==> config.mk <==
export PLATFORM = sky130hd
export DESIGN_NAME = sic_level_cell
export DESIGN_NICKNAME = d
export VERILOG_FILES = /design/src/rtl/core/sic_pkg.sv /design/src/rtl/core/sic_level_cell.sv
export SDC_FILE = /design/constraint.sdc
export NUM_CORES = 1
export LEC_CHECK = 0
export BUFFER_PORTS_ARGS = -buffer_cell sky130_fd_sc_hd__buf_2
export CAP_MARGIN = 25
export CORE_MARGIN = 2
export CORE_UTILIZATION = 35
export DETAILED_ROUTE_END_ITERATION = 6
export HOLD_SLACK_MARGIN = 0.12
export PLACE_DENSITY = 0.62
export SYNTH_ARGS = -nofsm -noshare
export SYNTH_HDL_FRONTEND = slang
export SYNTH_SLANG_ARGS = --single-unit
==> constraint.sdc <==
create_clock -name clk -period 2.6 [get_ports clk]
set_input_delay 0.52 -clock clk [delete_from_list [all_inputs] [get_ports clk]]
set_output_delay 0.52 -clock clk [all_outputs]
set_load 0.1 [all_outputs]
==> src/rtl/core/sic_pkg.sv <==
// Package for the streaming inversion counter: default widths and shared constants.
// Used by sic_level_cell, streaming_inversion_counter and the testbench; depends on nothing.
`timescale 1ns / 1ps

package sic_pkg;

	// Default value domain width and per-node count width.
	localparam int unsigned VALUE_BITS_DEF = 10;
	localparam int unsigned COUNT_BITS_DEF = 16;

	// Width of the running inversion total.
	localparam int unsigned TOTAL_BITS = 32;

endpackage

==> src/rtl/core/sic_level_cell.sv <==
// One tree level of the streaming inversion counter: a row memory of node-count pairs.
// Depends on sic_pkg; instantiated once per level by streaming_inversion_counter.
`timescale 1ns / 1ps

module sic_level_cell import sic_pkg::*; #(
	parameter int unsigned VALUE_BITS = VALUE_BITS_DEF,
	parameter int unsigned COUNT_BITS = COUNT_BITS_DEF,
	parameter int unsigned LEVEL      = 1,
	localparam int unsigned CLR_W     = (VALUE_BITS > 1) ? VALUE_BITS - 1 : 1
) (
	input  logic                  clk,
	input  logic                  arst_n,
	input  logic                  rd_en,
	input  logic [VALUE_BITS-1:0] rd_value,
	input  logic [VALUE_BITS-1:0] value,
	input  logic                  clr_en,
	input  logic [CLR_W-1:0]      clr_addr,
	input  logic                  tok_in_valid,
	input  logic [COUNT_BITS-1:0] tok_in_sum,
	output logic                  tok_out_valid,
	output logic [COUNT_BITS-1:0] tok_out_sum
);

	// Each row holds the two children of one node of the level above: {right, left}.
	localparam int unsigned ROWS  = 1 << (LEVEL - 1);
	localparam int unsigned ROW_W = (LEVEL > 1) ? LEVEL - 1 : 1;

	logic [2*COUNT_BITS-1:0] mem [ROWS];
	logic [2*COUNT_BITS-1:0] rdata_q;
	logic                    tok_valid_q;
	logic [COUNT_BITS-1:0]   tok_sum_q;

	logic [ROW_W-1:0]        rd_row;
	logic [ROW_W-1:0]        path_row;
	logic [ROW_W-1:0]        clr_row;
	logic [ROW_W-1:0]        wr_row;
	logic                    wr_en;
	logic [2*COUNT_BITS-1:0] wr_data;
	logic                    path_bit;
	logic [COUNT_BITS-1:0]   left_cnt;
	logic [COUNT_BITS-1:0]   right_cnt;
	logic [COUNT_BITS:0]     sum_wide;
	logic [COUNT_BITS-1:0]   sum_next;

	generate
		if (LEVEL > 1) begin : g_prefix
			assign rd_row   = rd_value[VALUE_BITS-1 -: LEVEL-1];
			assign path_row = value[VALUE_BITS-1 -: LEVEL-1];
			assign clr_row  = clr_addr[ROW_W-1:0];
		end else begin : g_top
			assign rd_row   = '0;
			assign path_row = '0;
			assign clr_row  = '0;
		end
	endgenerate

	assign path_bit  = value[VALUE_BITS-LEVEL];
	assign left_cnt  = rdata_q[COUNT_BITS-1:0];
	assign right_cnt = rdata_q[2*COUNT_BITS-1:COUNT_BITS];

	// Going left adds the right sibling to the query; the sum saturates.
	always_comb begin
		sum_wide = {1'b0, tok_in_sum} + {1'b0, right_cnt};
		if (path_bit) begin
			sum_next = tok_in_sum;
		end else if (sum_wide[COUNT_BITS]) begin
			sum_next = '1;
		end else begin
			sum_next = sum_wide[COUNT_BITS-1:0];
		end
	end

	// Saturating increment of the child on the path, or zero for a row being cleared.
	always_comb begin
		wr_data = rdata_q;
		if (clr_en) begin
			wr_data = '0;
		end else if (path_bit) begin
			if (right_cnt != '1) begin
				wr_data[2*COUNT_BITS-1:COUNT_BITS] = right_cnt + 1'b1;
			end
		end else begin
			if (left_cnt != '1) begin
				wr_data[COUNT_BITS-1:0] = left_cnt + 1'b1;
			end
		end
	end

	assign wr_en  = clr_en | tok_in_valid;
	assign wr_row = clr_en ? clr_row : path_row;

	always_ff @(posedge clk) begin
		if (wr_en) begin
			mem[wr_row] <= wr_data;
		end
		if (rd_en) begin
			rdata_q <= mem[rd_row];
		end
	end

	always_ff @(posedge clk or negedge arst_n) begin
		if (!arst_n) begin
			tok_valid_q <= 1'b0;
		end else begin
			tok_valid_q <= tok_in_valid;
		end
	end

	always_ff @(posedge clk) begin
		if (tok_in_valid) begin
			tok_sum_q <= sum_next;
		end
	end

	assign tok_out_valid = tok_valid_q;
	assign tok_out_sum   = tok_sum_q;

endmodule

==> results of run 1 <==
-- repair_timing --
item                       in CTS  in global routing
cloned                          0                  1
setup endpoints to repair      14                 15
pin swaps                       1                  3
hold buffers                    1                  0
gates resized for setup         1                  7
hold endpoints to repair        1                  0
buffers inserted                0                  4
-- worst max-delay path by stage --
| stage | start | end | slack [ns] | cells after the start |
|---|---|---|---|---|
| floorplan | tok_in_sum[0] | tok_out_sum[10] | 0.02 | 9 |
| global placement | tok_in_sum[0] | tok_out_sum[4] | -0.27 | 11 |
| detailed placement | tok_in_sum[0] | tok_out_sum[4] | -0.30 | 11 |
| CTS | rdata_q[16] | tok_out_sum[4] | 0.02 | 10 |
| global route | rdata_q[16] | tok_out_sum[10] | -0.04 | 10 |
| finish | rdata_q[16] | tok_out_sum[10] | 0.04 | 10 |
-- placed cells by master, fill, tap and decap left out, drive strengths merged, types with 2 or more instances in the layout --
| master | count |
|---|---|
| edfxtp | 48 |
| a31oi | 13 |
| or3 | 2 |
| and3 | 5 |
| nor4 | 2 |
| a211oi | 3 |
| a21oi | 12 |
| a2bb2oi | 5 |
| ha | 17 |
| clkbuf | 6 |
| o211ai | 2 |
| xor2 | 15 |
| o31ai | 2 |
| o21ai | 11 |
| nand4 | 4 |
| o221ai | 2 |
| nand3 | 15 |
| or2 | 2 |
| inv | 9 |
| buf | 57 |
| xnor2 | 6 |
| nand2 | 17 |
| nor2b | 3 |
| a41oi | 2 |
| nor3 | 4 |
| nor2 | 45 |
| mux2i | 3 |
-- cell type report --
class	instances	area (sq um)	area share
multi-input combinational	203	1470	0.411
tap	105	131	0.0368
sequential	49	1470	0.411
clock buffer	5	68.8	0.0193
clock inverter	3	28.8	0.00806
timing repair buffer	59	380	0.107
inverter	7	26.3	0.00736
-- worst max-delay path, delay by kind of cell, from the launching register on --
kind	cells	cell delay, ns
and+or+nand+nor	2	0.29
buffers and inverters	2	0.40
adders and majority gates	2	0.56
AOI/OAI and AO/OA	4	0.65
DFF	1	0.41
-- kinds of logic (layout without fill, tap and decap cells) --
family | Yosys count | count (layout) | share of synthesized area
multiplexers | 3 | 3 | 0.0101
adder cells (fa/ha/maj) | 18 | 18 | 0.0784
AND/OR/NAND/NOR | 103 | 103 | 0.164
XOR/XNOR | 21 | 21 | 0.0620
flip-flops | 49 | 49 | 0.494
buffers and inverters | 13 | 74 | 0.0219
AO/OA/AOI/OAI | 58 | 58 | 0.169
-- sequential cells by signal (all words and copies together), names as in the netlist --
| register | count |
|---|---|
| mem | 16 |
| rdata_q | 16 |
| tok_out_sum | 16 |
| tok_out_valid | 1 |
-- power by group --
group / switching (mW) / total, mW / internal [mW]
combinational: 0.441 / 0.668 / 0.226
clock: 0.298 / 0.502 / 0.204
sequential: 0.0320 / 0.983 / 0.951
total: 0.771 / 2.15 / 1.38
-- layer usage --
| layer | share of wire | wire, microns | up-vias |
|---|---|---|---|
| li1 | - | - | 1118 |
| met1 | 0.44 | 2700 | 1022 |
| met2 | 0.48 | 2900 | 63 |
| met3 | 0.059 | 360 | 9 |
| met4 | 0.022 | 133 | 0 |
| met5 | 0 | 0 | - |
==> results by group, run 1 <==
Clock tree
  – H-tree Lvls: 2
  – TritonCTS sink count: 49
  – CTS clock-pin slew for the worst setup and hold paths: between 0.1 and 0.15 ns
  – Root Buffer: clkbuf_8
  – Number of buffers created by CTS: 5
  – CTS tree: built
  – Skew-Pair Late Insertion Delay: ~0.32 ns
  – Longest Clk Path Bufs: 2

Layout
  – Fill count: slightly below 800
  – Final Non-Filler Cells: roughly 430
  – Design area: 3570 sq um
  – Area growth syn-to-layout: 20.4%
  – Final #Nets: between 300 and 400
  – Util after Layout: 0.435
  – Ratio of cells with drive above 1 in the final layout: 0.276
  – Ant diodes: 0

Floorplan
  – Die area: 9230 sq um
  – FP Rows: 33
  – Initial core utilization: 0.361
  – I/O Pins: 67
  – Die X-Extent: just under 100 microns
  – Core area: just over 8000 sq um
  – Die H: about 96 microns

Critical path
  – Worst r2r src: rdata_q[16]
  – Worst path cell trace: ha_2 -> fa_2 -> a21oi_2 -> nor2_2 -> o311ai_2 -> buf_4 -> a221oi_4 -> nor2_4 -> clkbuf_16 -> a31oi_4
  – R2R depth: 10
  – Worst Setup Path Type: register to register
  – CP startpoint kind: register
  – Reg2reg setup slack: ~0.044 ns
  – Worst Path Max Fanout: 7
  – Worst Path Arrival: between 2 and 3 ns
  – RR Endpoint: tok_out_sum[10]
  – Largest stage delay, worst path: 0.41 ns
  – CP max-delay cell: edfxtp_1
  – CP Capture Type: register
  – Crit path required time: 2.66 ns

Logic synthesis
  – Mean Syn Cell Area: roughly 11 sq um
  – Register area share after synthesis: 0.494
  – Synth unique cells: between 40 and 50
  – Synthesized area: approximately 3000 sq um
  – Post-synthesis instance total: 265
  – Syn Nets: roughly 330
  – Async SR Flop Fraction: 0.0204
  – Post-synth EDFFs: 48
  – Area leader, netlist: edfxtp_1
  – Primary FF master, synth: edfxtp_1
  – YS warnings: 0
  – Synth cell count leaders: edfxtp_1 (48), nor2_1 (44), ha_1 (17), nand2_1 (17), xor2_1 (15)
  – Top-count cell post-synth: edfxtp_1
  – Synth top area cells: edfxtp_1 (49%), ha_1 (7.2%), nor2_1 (5.6%)
  – Share of the synthesized area in the top cell type: 0.486
  – Synth Register Bits: 49

GRT
  – Vias in the first global route: approximately 2100
  – Met3 Use GR: 0.0321
  – GR peak layer: met2
  – Initial antenna violation count: 0
  – Largest net degree at the start of global routing: 28
  – Global route overflow: 0
  – First-pass GRT wire length: just under 10000 microns
  – Grt met1 use: 0.177
  – Total routing usage reported by global routing: 0.138
  – Met2 track demand over resource: 0.227

STA
  – Hold slack: 0.429 ns
  – Setup-failing EPs final: 0
  – Worst Tran Pin Value: around 0.49 ns
  – Setup_tns: 0 ns
  – Maximum clock rate: between 0.3 and 0.4 GHz
  – Rel. slew slack: 0.679
  – Final Hold Fails: 0
  – Fraction of the cycle the final worst path needs: 0.983
  – Skew final: ~0.0094 ns
  – Setup WS post-layout: 0.0441 ns
  – Minimum clock period: 2.56 ns
  – RSZ-0062 raised after global routing: true
  – Slew Viols, Final: 0

Placed design
  – Area post-placement: around 3400 sq um
  – Final RePlAce weighted congestion: between 0.8 and 0.9
  – IO buf count: 38
  – Placed insts: approximately 420
  – DPL Wire Length: around 4500 microns
  – Setup WS pre-CTS: -0.296 ns

Drt
  – Wire per inst: between 10 and 15 microns
  – Antenna-violating nets left: 0
  – Initial DRC count: 86
  – Routed wire length: roughly 6100 microns
  – Via density: 5.13
  – Pre-antenna DRT Iters: 4
  – Total number of vias: roughly 2200
  – # DRC: 0

Pwr
  – Peak VDD IR: 0.234 mV
  – Tot Pwr: approximately 2.2 mW
  – Pwr dens: between 600 and 700 nW/um^2
  – LEAKAGE: roughly 1.4 nW

Worst hold path
  – Hold path cells: 0
  – Hold Path Class: register to register
  – Worst hold endpoint: rdata_q[30]
  – Worst Hold Launch: mem[0][30]

Outcome
  – Outcome: finished clean

Run
  – Maxcap violations: 0
Note: power is estimated with default switching activity, not from simulation.
==> inputs of run 2 (changes only) <==
--- a/config.mk
+++ b/config.mk
@@ -7,7 +7,6 @@
 export LEC_CHECK = 0
 export BUFFER_PORTS_ARGS = -buffer_cell sky130_fd_sc_hd__buf_2
 export CAP_MARGIN = 25
-export CORE_MARGIN = 2
 export CORE_UTILIZATION = 35
 export DETAILED_ROUTE_END_ITERATION = 6
 export HOLD_SLACK_MARGIN = 0.12
==> results by group, run 2 (synthesized netlist as in run 1, its figures left out) <==
GRT
  – Total routing usage reported by global routing: 0.138
  – Initial antenna violation count: 0
  – Global route overflow: 0
  – First-pass GRT wire length: between 9000 and 10000 microns
  – Largest net degree at the start of global routing: 20
  – Vias in the first global route: between 2000 and 2500

STA
  – Minimum clock period: around 2.5 ns
  – Setup WS post-layout: around 0.14 ns
  – Setup-failing EPs final: 0
  – Final Hold Fails: 0
  – Maximum clock rate: around 0.41 GHz
  – Hold slack: about 0.42 ns
  – Rel. slew slack: 0.678
  – Slew Viols, Final: 0
  – Worst Tran Pin Value: slightly below 0.5 ns
  – Setup_tns: 0 ns
  – Skew final: ~0.0020 ns
  – Fraction of the cycle the final worst path needs: 0.947

Layout
  – Util after Layout: 0.436
  – Fill count: 788
  – Area growth syn-to-layout: 20.8%
  – Final Non-Filler Cells: between 400 and 500
  – Most common cell after layout, fill and taps aside: edfxtp_1
  – Most frequent cells in the layout: edfxtp_1 (48), nor2_1 (44), buf_2 (38), buf_4 (20), nand2_1 (17)
  – Final #Nets: 395
  – Ratio of cells with drive above 1 in the final layout: 0.274
  – Design area: between 3000 and 4000 sq um
  – Ant diodes: 0

Critical path
  – CP startpoint kind: register
  – CP Capture Type: register
  – Worst Setup Path Type: register to register
  – Crit path required time: around 2.7 ns
  – Worst Path Arrival: about 2.5 ns
  – Worst Path Max Fanout: 7

Drt
  – Wire per inst: roughly 14 microns
  – Pre-antenna DRT Iters: 4
  – # DRC: 0
  – Antenna-violating nets left: 0
  – Total number of vias: 2235
  – Initial DRC count: just over 70
  – Via density: 5.16
  – Routed wire length: ~6000 microns

Pwr
  – Tot Pwr: 2.18 mW
  – LEAKAGE: 1.37 nW
  – Pwr dens: about 610 nW/um^2
  – Peak VDD IR: about 0.22 mV

Clock tree
  – Skew-Pair Late Insertion Delay: approximately 0.3 ns
  – CTS tree: built
  – H-tree Lvls: 2
  – CTS clock-pin slew for the worst setup and hold paths: ~0.090 ns
  – TritonCTS sink count: 49
  – Longest Clk Path Bufs: 2
  – Number of buffers created by CTS: 5
  – Root Buffer: clkbuf_8

Floorplan
  – Initial core utilization: 0.361
  – FP Rows: 33
  – I/O Pins: 67
  – Core area: 8220 sq um
  – Die X-Extent: around 94 microns
  – Die H: 94.1 microns
  – Die area: around 8800 sq um

Placed design
  – DPL Wire Length: about 4500 microns
  – Area post-placement: between 3000 and 4000 sq um
  – Final RePlAce weighted congestion: roughly 0.9
  – Setup WS pre-CTS: -0.196 ns
  – IO buf count: 38
  – Placed insts: 417

Outcome
  – Outcome: finished clean

Run
  – Maxcap violations: 0

Worst hold path
  – Hold Path Class: register to register
==> run 2: per-layer routing <==
layer / global-route usage / vias to the layer above / share of wire
met5: 0 / - / 0
met3: 0.0348 / 11 / 0.054
met2: 0.237 / 65 / 0.49
met1: 0.164 / 1031 / 0.43
met4: 0.0526 / 0 / 0.018
li1: - / 1128 / -
==> run 2: final timing paths <==
path                        startpoint         endpoint  slack [ns]  depth (start not counted)
max                        rdata_q[16]  tok_out_sum[13]        0.14                         10
min                         mem[0][27]      rdata_q[27]        0.42                          0
max reg2reg                rdata_q[16]  tok_out_sum[13]        0.14                         10
min reg2reg                 mem[0][27]      rdata_q[27]        0.42                          0
max in group asynchronous       arst_n    tok_out_valid        2.00                          2
min in group asynchronous       arst_n    tok_out_valid        0.52                          2
==> run 2: worst max-delay path: stages (launching register included) <==
cell and delay (ns):
edfxtp_1 0.40, ha_2 0.20, fa_2 0.35, a21oi_2 0.17, nor2_1 0.09, o311ai_2 0.26
buf_4 0.17, a221oi_2 0.08, nor2_4 0.20, clkbuf_16 0.21, a31oi_4 0.08
==> run 2: where the power goes <==
part / internal (mW) / total (mW) / switching (mW) / leakage [nW]
sequential: 0.951 / 0.984 / 0.0328 / 0.498
combinational: 0.226 / 0.663 / 0.436 / 0.816
clock: 0.283 / 0.533 / 0.250 / 0.0518
total: 1.46 / 2.18 / 0.719 / 1.37
==> run 2: layout make-up <==
class / instances / area [sq um] / area share
timing repair buffer: 61 / 395 / 0.110
inverter: 7 / 26.3 / 0.00733
tap: 105 / 131 / 0.0366
clock buffer: 5 / 68.8 / 0.0192
multi-input combinational: 203 / 1460 / 0.406
clock inverter: 3 / 41.3 / 0.0115
sequential: 49 / 1470 / 0.409
==> run 2: repair_timing <==
action | CTS | global route
buffers inserted | 0 | 6
resized for setup | 0 | 6
setup endpoints to repair | 0 | 16
hold endpoints to repair | 1 | 0
hold buffers | 1 | 0
==> inputs of run 3 (changes only) <==
--- a/config.mk
+++ b/config.mk
@@ -7,8 +7,10 @@
 export LEC_CHECK = 0
 export BUFFER_PORTS_ARGS = -buffer_cell sky130_fd_sc_hd__buf_2
 export CAP_MARGIN = 25
+export CORE_ASPECT_RATIO = 1.1
 export CORE_UTILIZATION = 35
 export DETAILED_ROUTE_END_ITERATION = 6
+export GPL_ROUTABILITY_DRIVEN = 0
 export HOLD_SLACK_MARGIN = 0.12
 export PLACE_DENSITY = 0.62
 export SYNTH_ARGS = -nofsm -noshare
==> results by group, run 3 (synthesized netlist as in run 1, its figures left out) <==
Critical path
  – Worst Path Arrival: around 2.6 ns
  – Worst setup endpoint: tok_out_sum[10]
  – Worst r2r src: rdata_q[16]
  – Crit path required time: 2.64 ns
  – R2R depth: 10
  – CP startpoint kind: register
  – CP Capture Type: register
  – CP Launch Point: rdata_q[16]
  – Worst Path Max Fanout: 7
  – Worst Setup Path Type: register to register
  – Reg2reg setup slack: roughly 0.093 ns
  – RR Endpoint: tok_out_sum[10]

Outcome
  – Outcome: finished clean

Layout
  – Multi-input logic area: about 1500 sq um
  – Area growth syn-to-layout: 22.4%
  – Register area: around 1500 sq um
  – Design area: about 3600 sq um
  – Ant diodes: 0
  – Fill count: around 770
  – Most frequent cells in the layout: edfxtp_1 (48), nor2_1 (43), buf_2 (38), buf_4 (21), nand2_1 (17)
  – Ratio of cells with drive above 1 in the final layout: 0.285
  – Most common cell after layout, fill and taps aside: edfxtp_1
  – Final #Nets: 397

Clock tree
  – Root Buffer: clkbuf_8
  – Longest Clk Path Bufs: 2
  – Number of buffers created by CTS: 5
  – TritonCTS sink count: 49
  – CTS clock-pin slew for the worst setup and hold paths: roughly 0.1 ns
  – H-tree Lvls: 2
  – Skew-Pair Late Insertion Delay: ~0.30 ns
  – CTS tree: built

Floorplan
  – Die H: roughly 99 microns
  – Core area: 8080 sq um
  – Initial core utilization: 0.367
  – Die X-Extent: between 80 and 90 microns
  – I/O Pins: 67
  – Die area: between 8000 and 9000 sq um
  – FP Rows: 34

GRT
  – Initial antenna violation count: 0
  – Largest net degree at the start of global routing: 26
  – Vias in the first global route: between 2000 and 2500
  – Total routing usage reported by global routing: 0.136
  – First-pass GRT wire length: 9670 microns
  – Global route overflow: 0

STA
  – RSZ-0062 raised after global routing: true
  – Maximum clock rate: approximately 0.4 GHz
  – Skew final: ~0.0080 ns
  – Final Hold Fails: 0
  – Worst Tran Pin Value: roughly 0.47 ns
  – Rel. slew slack: 0.685
  – Setup-failing EPs final: 0
  – Fraction of the cycle the final worst path needs: 0.964
  – Slew Viols, Final: 0
  – Minimum clock period: 2.51 ns

Pwr
  – Tot Pwr: between 2 and 2.5 mW
  – LEAKAGE: around 1.4 nW
  – Pwr dens: 586 nW/um^2
  – Peak VDD IR: between 0.2 and 0.25 mV

Run
  – Maxcap violations: 0

Worst hold path
  – Hold Path Class: register to register
  – Hold path cells: 0

Drt
  – Wire per inst: ~14 microns
  – Antenna-violating nets left: 0
  – Routed wire length: 6050 microns
  – Pre-antenna DRT Iters: 4
  – Initial DRC count: 59
  – Total number of vias: between 2000 and 2500
  – Via density: 5.06
  – # DRC: 0

Placed design
  – DPL Wire Length: around 4400 microns
  – Area post-placement: roughly 3400 sq um
  – IO buf count: 38
[run 3: cell type report]
type,count,area share
multi-input combinational,203,0.412
sequential,49,0.404
timing repair buffer,63,0.114
tap,108,0.0372
clock buffer,5,0.0190
inverter,7,0.00724
clock inverter,3,0.00689
[run 3: critical path: stages (launching register included)]
cell and delay [ns]:
edfxtp_1 0.41, ha_2 0.20, fa_2 0.37, a21oi_4 0.18, nor2_4 0.07, o311ai_4 0.29, buf_6 0.15, a221oi_4 0.07
nor2_4 0.22, clkbuf_16 0.21, a31oi_4 0.08
[run 3: worst min path at each step]
stage / from / endpoint / slack, ns
finish: mem[0][22] / rdata_q[22] / 0.43
global route: mem[0][16] / rdata_q[16] / 0.44
CTS: mem[0][22] / rdata_q[22] / 0.43
detailed placement: arst_n / tok_out_valid / 0.30
global placement: arst_n / tok_out_valid / 0.29
floorplan: arst_n / tok_out_valid / 0.22
[run 3: routing by layer]
layer  routed length [microns]  global-route usage
met3                       239              0.0309
met5                         0                   0
met1                      2600               0.156
met4                       123              0.0492
met2                      3090               0.249
[run 3: power by group]
group	switching [mW]	total (mW)	internal, mW
registers	0.0302	0.981	0.951
clock network	0.268	0.462	0.195
logic	0.452	0.685	0.234
[run 3: per-stage QoR]
stage | TNS [ns] | instances | hold WS (ns) | worst slack, ns | utilization
2_1_floorplan | 0 | 265 | 0.224 | 0.0159 | -
3_3_place_gp | -3.75 | 422 | 0.294 | -0.272 | 0.420
3_5_place_dp | -3.92 | 422 | 0.296 | -0.293 | 0.420
4_1_cts | 0 | 431 | 0.431 | 0.0338 | 0.434
5_1_grt | -0.00929 | 438 | 0.435 | -0.00532 | 0.449
6_report | 0 | 438 | 0.428 | 0.0927 | 0.449
[run 3: timing repair]
item                                    CTS  global route
endpoints found under the setup margin   14            14
hold buffers                              1             0
setup buffers                             0             6
pin swaps                                 1             3
gates cloned                              0             1
resized for setup                         1            11
endpoints found under the hold margin     1             0
